[config.mk]
export PLATFORM = sky130hd
export DESIGN_NAME = binary_to_ascii_decimal_hex_top
export DESIGN_NICKNAME = d
export VERILOG_FILES = /design/src/b2ad_pkg.sv /design/src/binary_to_ascii_decimal_hex_top.sv
export SDC_FILE = /design/constraint.sdc
export NUM_CORES = 1
export LEC_CHECK = 0
export BUFFER_PORTS_ARGS = -buffer_cell sky130_fd_sc_hd__buf_4
export CAP_MARGIN = 10
export CORE_MARGIN = 3
export CORE_UTILIZATION = 60
export DETAILED_ROUTE_END_ITERATION = 7
export HOLD_SLACK_MARGIN = 0.05
export PLACE_DENSITY = 0.78
export SLEW_MARGIN = 20
export SYNTH_ARGS = -nofsm -noshare
export SYNTH_HDL_FRONTEND = slang
export SYNTH_SLANG_ARGS = --single-unit
[constraint.sdc]
create_clock -name i_clk -period 9.2 [get_ports i_clk]
set_clock_uncertainty 0.2 [all_clocks]
set_input_delay 0.46 -clock i_clk [delete_from_list [all_inputs] [get_ports i_clk]]
set_output_delay 0.46 -clock i_clk [all_outputs]
set_load 0.01 [all_outputs]
[src/b2ad_pkg.sv]
`timescale 1ns / 1ps
`default_nettype none

package b2ad_pkg;

    localparam int BIN_W           = 32;
    localparam int DIGITS          = 10;
    localparam int BCD_W           = 4 * DIGITS;
    localparam int NUM_CHARS       = 11;
    localparam int STEPS_PER_STAGE = 4;
    localparam int DAB_STAGES      = BIN_W / STEPS_PER_STAGE;

    localparam logic [7:0] CH_ZERO  = 8'h30;
    localparam logic [7:0] CH_UPPER = 8'h41;
    localparam logic [7:0] CH_PLUS  = 8'h2B;
    localparam logic [7:0] CH_MINUS = 8'h2D;

    localparam logic [2:0] FMT_HEX8  = 3'd0;
    localparam logic [2:0] FMT_DEC8  = 3'd1;
    localparam logic [2:0] FMT_DEC16 = 3'd2;
    localparam logic [2:0] FMT_DEC32 = 3'd3;

    localparam logic [3:0] LEN_HEX8   = 4'd2;
    localparam logic [3:0] LEN_DEC8   = 4'd3;
    localparam logic [3:0] LEN_DEC16  = 4'd5;
    localparam logic [3:0] LEN_DEC32  = 4'd10;
    localparam logic [3:0] LEN_SIGNED = 4'd11;

    typedef enum logic [2:0] {
        MODE_HEX8,
        MODE_DEC8,
        MODE_DEC16,
        MODE_DEC32,
        MODE_SIGNED
    } t_mode;

    typedef logic [7:0] t_char;

    // one shift-add-3 step: correct every digit, then shift in the next bit
    function automatic logic [BCD_W-1:0] dabble(input logic [BCD_W-1:0] bcd,
                                                input logic bit_in);
        logic [BCD_W-1:0] adj;
        adj = bcd;
        for (int k = 0; k < DIGITS; k++) begin
            if (bcd[4*k +: 4] >= 4'd5) begin
                adj[4*k +: 4] = bcd[4*k +: 4] + 4'd3;
            end
        end
        return {adj[BCD_W-2:0], bit_in};
    endfunction

    function automatic t_char hex_char(input logic [3:0] nib);
        if (nib <= 4'd9) begin
            return CH_ZERO + {4'd0, nib};
        end
        return CH_UPPER + {4'd0, nib - 4'd10};
    endfunction

    function automatic t_char dec_char(input logic [3:0] dig);
        return CH_ZERO + {4'd0, dig};
    endfunction

endpackage

`default_nettype wire

[src/binary_to_ascii_decimal_hex_top.sv]
// an accepted word passes through the pipeline to its o_strobe pulse
// (one entry stage, eight shift-add-3 stages of four bits each, one formatting stage)
// throughput: one word per cycle; o_busy stays low since the receiver cannot stall
// reset: synchronous, active low, clears the stage valid bits and the strobe only
`timescale 1ns / 1ps
`default_nettype none

module binary_to_ascii_decimal_hex_top
    import b2ad_pkg::*;
(
    input  wire logic        i_clk,
    input  wire logic        i_rst_n,
    input  wire logic        i_start,
    output logic             o_busy,
    input  wire logic [31:0] i_value,
    input  wire logic [2:0]  i_format,
    output logic             o_strobe,
    output logic [7:0]       o_text_0,
    output logic [7:0]       o_text_1,
    output logic [7:0]       o_text_2,
    output logic [7:0]       o_text_3,
    output logic [7:0]       o_text_4,
    output logic [7:0]       o_text_5,
    output logic [7:0]       o_text_6,
    output logic [7:0]       o_text_7,
    output logic [7:0]       o_text_8,
    output logic [7:0]       o_text_9,
    output logic [7:0]       o_text_10,
    output logic [3:0]       o_text_length
);

    logic             r_vld  [0:DAB_STAGES];
    t_mode            r_mode [0:DAB_STAGES];
    logic             r_neg  [0:DAB_STAGES];
    logic [7:0]       r_byte [0:DAB_STAGES];
    logic [BIN_W-1:0] r_bin  [0:DAB_STAGES-1];
    logic [BCD_W-1:0] r_bcd  [1:DAB_STAGES];

    logic             n_accept;
    t_mode            n_mode;
    logic             n_neg;
    logic [BIN_W-1:0] n_mag;

    t_char            r_text [0:NUM_CHARS-1];
    t_char            n_text [0:NUM_CHARS-1];
    logic [3:0]       r_len;
    logic [3:0]       n_len;
    logic             r_strobe;

    assign o_busy   = 1'b0;
    assign n_accept = i_start && !o_busy;

    // entry: pick the operand for the format, take the magnitude for signed
    always_comb begin
        n_neg = 1'b0;
        case (i_format)
            FMT_HEX8: begin
                n_mode = MODE_HEX8;
                n_mag  = {24'd0, i_value[7:0]};
            end
            FMT_DEC8: begin
                n_mode = MODE_DEC8;
                n_mag  = {24'd0, i_value[7:0]};
            end
            FMT_DEC16: begin
                n_mode = MODE_DEC16;
                n_mag  = {16'd0, i_value[15:0]};
            end
            FMT_DEC32: begin
                n_mode = MODE_DEC32;
                n_mag  = i_value;
            end
            default: begin
                n_mode = MODE_SIGNED;
                n_neg  = i_value[BIN_W-1];
                n_mag  = n_neg ? (~i_value + 32'd1) : i_value;
            end
        endcase
    end

    always_ff @(posedge i_clk) begin
        if (!i_rst_n) begin
            r_vld[0] <= 1'b0;
        end else begin
            r_vld[0] <= n_accept;
        end
        r_mode[0] <= n_mode;
        r_neg[0]  <= n_neg;
        r_byte[0] <= i_value[7:0];
        r_bin[0]  <= n_mag;
    end

    for (genvar s = 0; s < DAB_STAGES; s++) begin : g_dab
        logic [BCD_W-1:0] n_bcd;
        logic [BIN_W-1:0] n_bin;

        always_comb begin
            n_bcd = (s == 0) ? '0 : r_bcd[(s == 0) ? 1 : s];
            n_bin = r_bin[s];
            for (int k = 0; k < STEPS_PER_STAGE; k++) begin
                n_bcd = dabble(n_bcd, n_bin[BIN_W-1]);
                n_bin = {n_bin[BIN_W-2:0], 1'b0};
            end
        end

        always_ff @(posedge i_clk) begin
            if (!i_rst_n) begin
                r_vld[s+1] <= 1'b0;
            end else begin
                r_vld[s+1] <= r_vld[s];
            end
            r_mode[s+1] <= r_mode[s];
            r_neg[s+1]  <= r_neg[s];
            r_byte[s+1] <= r_byte[s];
            r_bcd[s+1]  <= n_bcd;
        end

        if (s < DAB_STAGES - 1) begin : g_bin
            always_ff @(posedge i_clk) begin
                r_bin[s+1] <= n_bin;
            end
        end
    end

    // formatting: digits are least significant first in the bcd word
    always_comb begin
        for (int c = 0; c < NUM_CHARS; c++) begin
            n_text[c] = '0;
        end
        case (r_mode[DAB_STAGES])
            MODE_HEX8: begin
                n_text[0] = hex_char(r_byte[DAB_STAGES][7:4]);
                n_text[1] = hex_char(r_byte[DAB_STAGES][3:0]);
                n_len     = LEN_HEX8;
            end
            MODE_DEC8: begin
                for (int c = 0; c < 3; c++) begin
                    n_text[c] = dec_char(r_bcd[DAB_STAGES][4*(2-c) +: 4]);
                end
                n_len = LEN_DEC8;
            end
            MODE_DEC16: begin
                for (int c = 0; c < 5; c++) begin
                    n_text[c] = dec_char(r_bcd[DAB_STAGES][4*(4-c) +: 4]);
                end
                n_len = LEN_DEC16;
            end
            MODE_DEC32: begin
                for (int c = 0; c < DIGITS; c++) begin
                    n_text[c] = dec_char(r_bcd[DAB_STAGES][4*(DIGITS-1-c) +: 4]);
                end
                n_len = LEN_DEC32;
            end
            default: begin
                n_text[0] = r_neg[DAB_STAGES] ? CH_MINUS : CH_PLUS;
                for (int c = 0; c < DIGITS; c++) begin
                    n_text[c+1] = dec_char(r_bcd[DAB_STAGES][4*(DIGITS-1-c) +: 4]);
                end
                n_len = LEN_SIGNED;
            end
        endcase
    end

    always_ff @(posedge i_clk) begin
        if (!i_rst_n) begin
            r_strobe <= 1'b0;
        end else begin
            r_strobe <= r_vld[DAB_STAGES];
        end
        r_text <= n_text;
        r_len  <= n_len;
    end

    assign o_strobe      = r_strobe;
    assign o_text_0      = r_text[0];
    assign o_text_1      = r_text[1];
    assign o_text_2      = r_text[2];
    assign o_text_3      = r_text[3];
    assign o_text_4      = r_text[4];
    assign o_text_5      = r_text[5];
    assign o_text_6      = r_text[6];
    assign o_text_7      = r_text[7];
    assign o_text_8      = r_text[8];
    assign o_text_9      = r_text[9];
    assign o_text_10     = r_text[10];
    assign o_text_length = r_len;

endmodule

`default_nettype wire

==> flow_metrics.py <==
metrics = {
    "run_status": {
        "status": "finished clean",
    },
    "die": {
        "die_y_um": 223,
        "num_rows": 78,
        "core_um2": 45900,
        "dieArea_um2": 49500,
        "ios": 132,
        "die_w_um": 223,
        "start_util_pct": 61.4,
    },
    "global_routing": {
        "grt_pass1_vias": 22211,
        "grt_max_degree": 57,
        "overflow": 0,
        "gr-usage-all-layers_pct": 22.0,
        "grt_pass1_wl_um": 96800,
        "antenna_found_initial": 0,
    },
    "layout": {
        "fillers": 3579,
        "register_area_um2": 10100,
        "diodes": 0,
        "syn_to_final_growth_pct": 11.5,
        "instances_no_fill": 4106,
        "drive_gt1_share_pct": 9.33,
        "final_cell_mix": "dfxtp_1, a21oi_1, o21ai_0",
        "layout_commonest_cell": "dfxtp_1",
        "multi_input_area_um2": 16600,
        "nets": 3661,
    },
    "place": {
        "dp.cells": 3973,
        "port-buffer-count": 110,
        "dp.final_hpwl_um": 40900,
        "gp_congestion": 0.851,
    },
    "clock_tree": {
        "cts.sinks": 505,
        "cts_tree": "done",
        "clk_pin_slew_ns": 0.07,
        "clock_latency_ns": 0.59,
        "cts_buffer_depth": 3,
        "root_buffer": "clkbuf_16",
        "postCtsSetupBuffers": 0,
        "cts_resized": 0,
        "cts_buffers": 50,
        "cts_hold_buffers": 43,
        "htreeDepth": 2,
    },
    "timing": {
        "worst_pin_slew_ns": 1.02,
        "slew_viol_final": 0,
        "grt_setup_unrepaired": "no",
        "slew_headroom_pct": 31.2,
        "period_share_pct": 50.0,
        "setup_viol": 0,
        "fin_crit_ns": 4.60,
        "finalHoldViolations": 0,
        "max_clock_freq_ghz": 0.217,
        "tns_ns": 0,
    },
    "detailed_routing": {
        "vias": 23856,
        "dr.pass1.iters": 6,
        "remaining_drc_errors": 0,
        "vias_per_cell": 5.81,
        "wire_per_inst_um": 14.0,
        "detail-route-antenna-nets": 0,
        "drt-total-wl_um": 57400,
        "drtIter0Drc": 1776,
    },
    "worst_setup_path": {
        "crit_path_start_kind": "flip-flop",
        "path_delay_family": "compound AO/OA/AOI/OAI gates",
        "critPathRequiredTime_ns": 9.42,
        "crit_buf_inv": 2,
        "crit_type": "flip-flop to flip-flop",
        "setup.worst_path.end_class": "flip-flop",
        "crit_chain": "inv_1 -> ha_1 -> nand2b_1 -> a21oi_1 -> mux2i_2 -> o21ai_1 -> xnor2_2 -> inv_1 -> ha_1 -> nor4_1 -> a31oi_1 -> nand2_1 -> nand2_1 -> and2_1 -> a21oi_1 -> o22ai_1",
        "critical_path.max_fanout": 15,
        "crit_arrival_ns": 4.82,
        "critPathMaxStageDelay_ns": 0.68,
        "crit_slowest_cell": "mux2i_2",
    },
    "synth": {
        "synth.yosys.seq_area_share_pct": 35.9,
        "ys_types": 88,
        "synth-seq-cells": 505,
        "async_reset_ff_share_pct": 0,
        "syn-instance-count": 3370,
        "synth-main-ff-cell": "dfxtp_1",
        "synth.avg_cell_area_um2": 8.35,
        "synth_edf_count": 0,
        "yosysWarnings": 0,
        "synth_area_um2": 28100,
    },
    "min_path": {
        "min_path_type": "flip-flop to flip-flop",
    },
    "job": {
        "drv_cap": 0,
    },
}
==> area by class of cell <==
cell class / instances / share of cell area, %
Tap cell: 600 / 2.39
Timing Repair Buffer: 156 / 4.07
Inverter: 227 / 2.71
Sequential cell: 505 / 32.2
Clock inverter: 26 / 1.11
Multi-Input combinational cell: 2528 / 53.0
Clock buffer: 64 / 4.44
==> cell usage after synthesis, types with 28 or more instances <==
| master | n | area (um^2) |
|---|---|---|
| nor2_1 | 265 | 995 |
| mux2_2 | 59 | 664 |
| buf_4 | 36 | 270 |
| a21oi_1 | 309 | 1550 |
| nor3b_1 | 47 | 353 |
| a22o_1 | 42 | 368 |
| o211ai_1 | 28 | 210 |
| clkbuf_1 | 85 | 319 |
| o21ai_0 | 310 | 1550 |
| a21o_1 | 29 | 218 |
| nand3_1 | 50 | 250 |
| inv_1 | 224 | 841 |
| o21a_1 | 38 | 285 |
| a31oi_1 | 67 | 419 |
| nor3_1 | 61 | 305 |
| a211oi_1 | 31 | 233 |
| nand2b_1 | 83 | 519 |
| mux2i_1 | 94 | 941 |
| and2_1 | 35 | 219 |
| dfxtp_1 | 505 | 10100 |
| ha_1 | 155 | 1940 |
| nor2b_1 | 37 | 231 |
| nand2_1 | 261 | 980 |
| xor2_1 | 29 | 254 |
| xnor2_1 | 152 | 1330 |
==> through the flow <==
stage	hold WS (ns)	utilization [%]	setup WS (ns)	area, um^2
after global placement	0.109	63.6	4.62	29200
after detailed placement	0.112	63.6	4.46	29200
after global routing	0.129	68.4	4.18	31400
after floorplan	0.110	-	5.46	28200
after CTS	0.114	68.4	4.42	31400
final	0.124	68.4	4.60	31400
==> registers in the layout, summed over array words and instances (netlist names) <==
signal         count
o_text_0           7
o_text_3           5
o_text_7           4
o_text_length      4
o_text_10          5
o_text_6           4
r_bcd            185
r_bin            144
r_byte            72
o_strobe           1
o_text_8           4
o_text_9           4
o_text_5           5
r_vld              9
r_mode            27
o_text_1           7
o_text_2           5
o_text_4           4
r_neg              9
==> kinds of logic after synthesis <==
group                      after synthesis  share of synthesized area (%)
AOI/OAI and AO/OA                     1111                           24.7
and+or+nand+nor                        894                           15.1
DFF                                    505                           35.9
buffers and inverters                  357                           5.26
xor gates and xnor gates               185                           5.86
muxes                                  160                           6.21
adders and majority gates              157                           6.96
other                                    1                         0.0133
==> final timing paths <==
check,from,endpoint,slack (ns),depth (start not counted)
min reg2reg,r_bin[0][114],r_bin[1][22],0.12,0
max reg2reg,r_bcd[0][280],r_bcd[0][325],4.60,16
min,r_bin[0][114],r_bin[1][22],0.12,0
max,r_bcd[0][280],r_bcd[0][325],4.60,16
==> layer usage <==
| layer | routed length, um | global-route usage [%] | vias up |
|---|---|---|---|
| met2 | 28600 | 40.6 | 589 |
| li1 | - | - | 12184 |
| met4 | 1180 | 6.40 | 0 |
| met3 | 2560 | 2.91 | 103 |
| met1 | 25100 | 26.5 | 10980 |
| met5 | 0 | 0 | - |
Power is not shown: default switching activity piles up to over one toggle a cycle in this logic, so the estimate is an artifact.
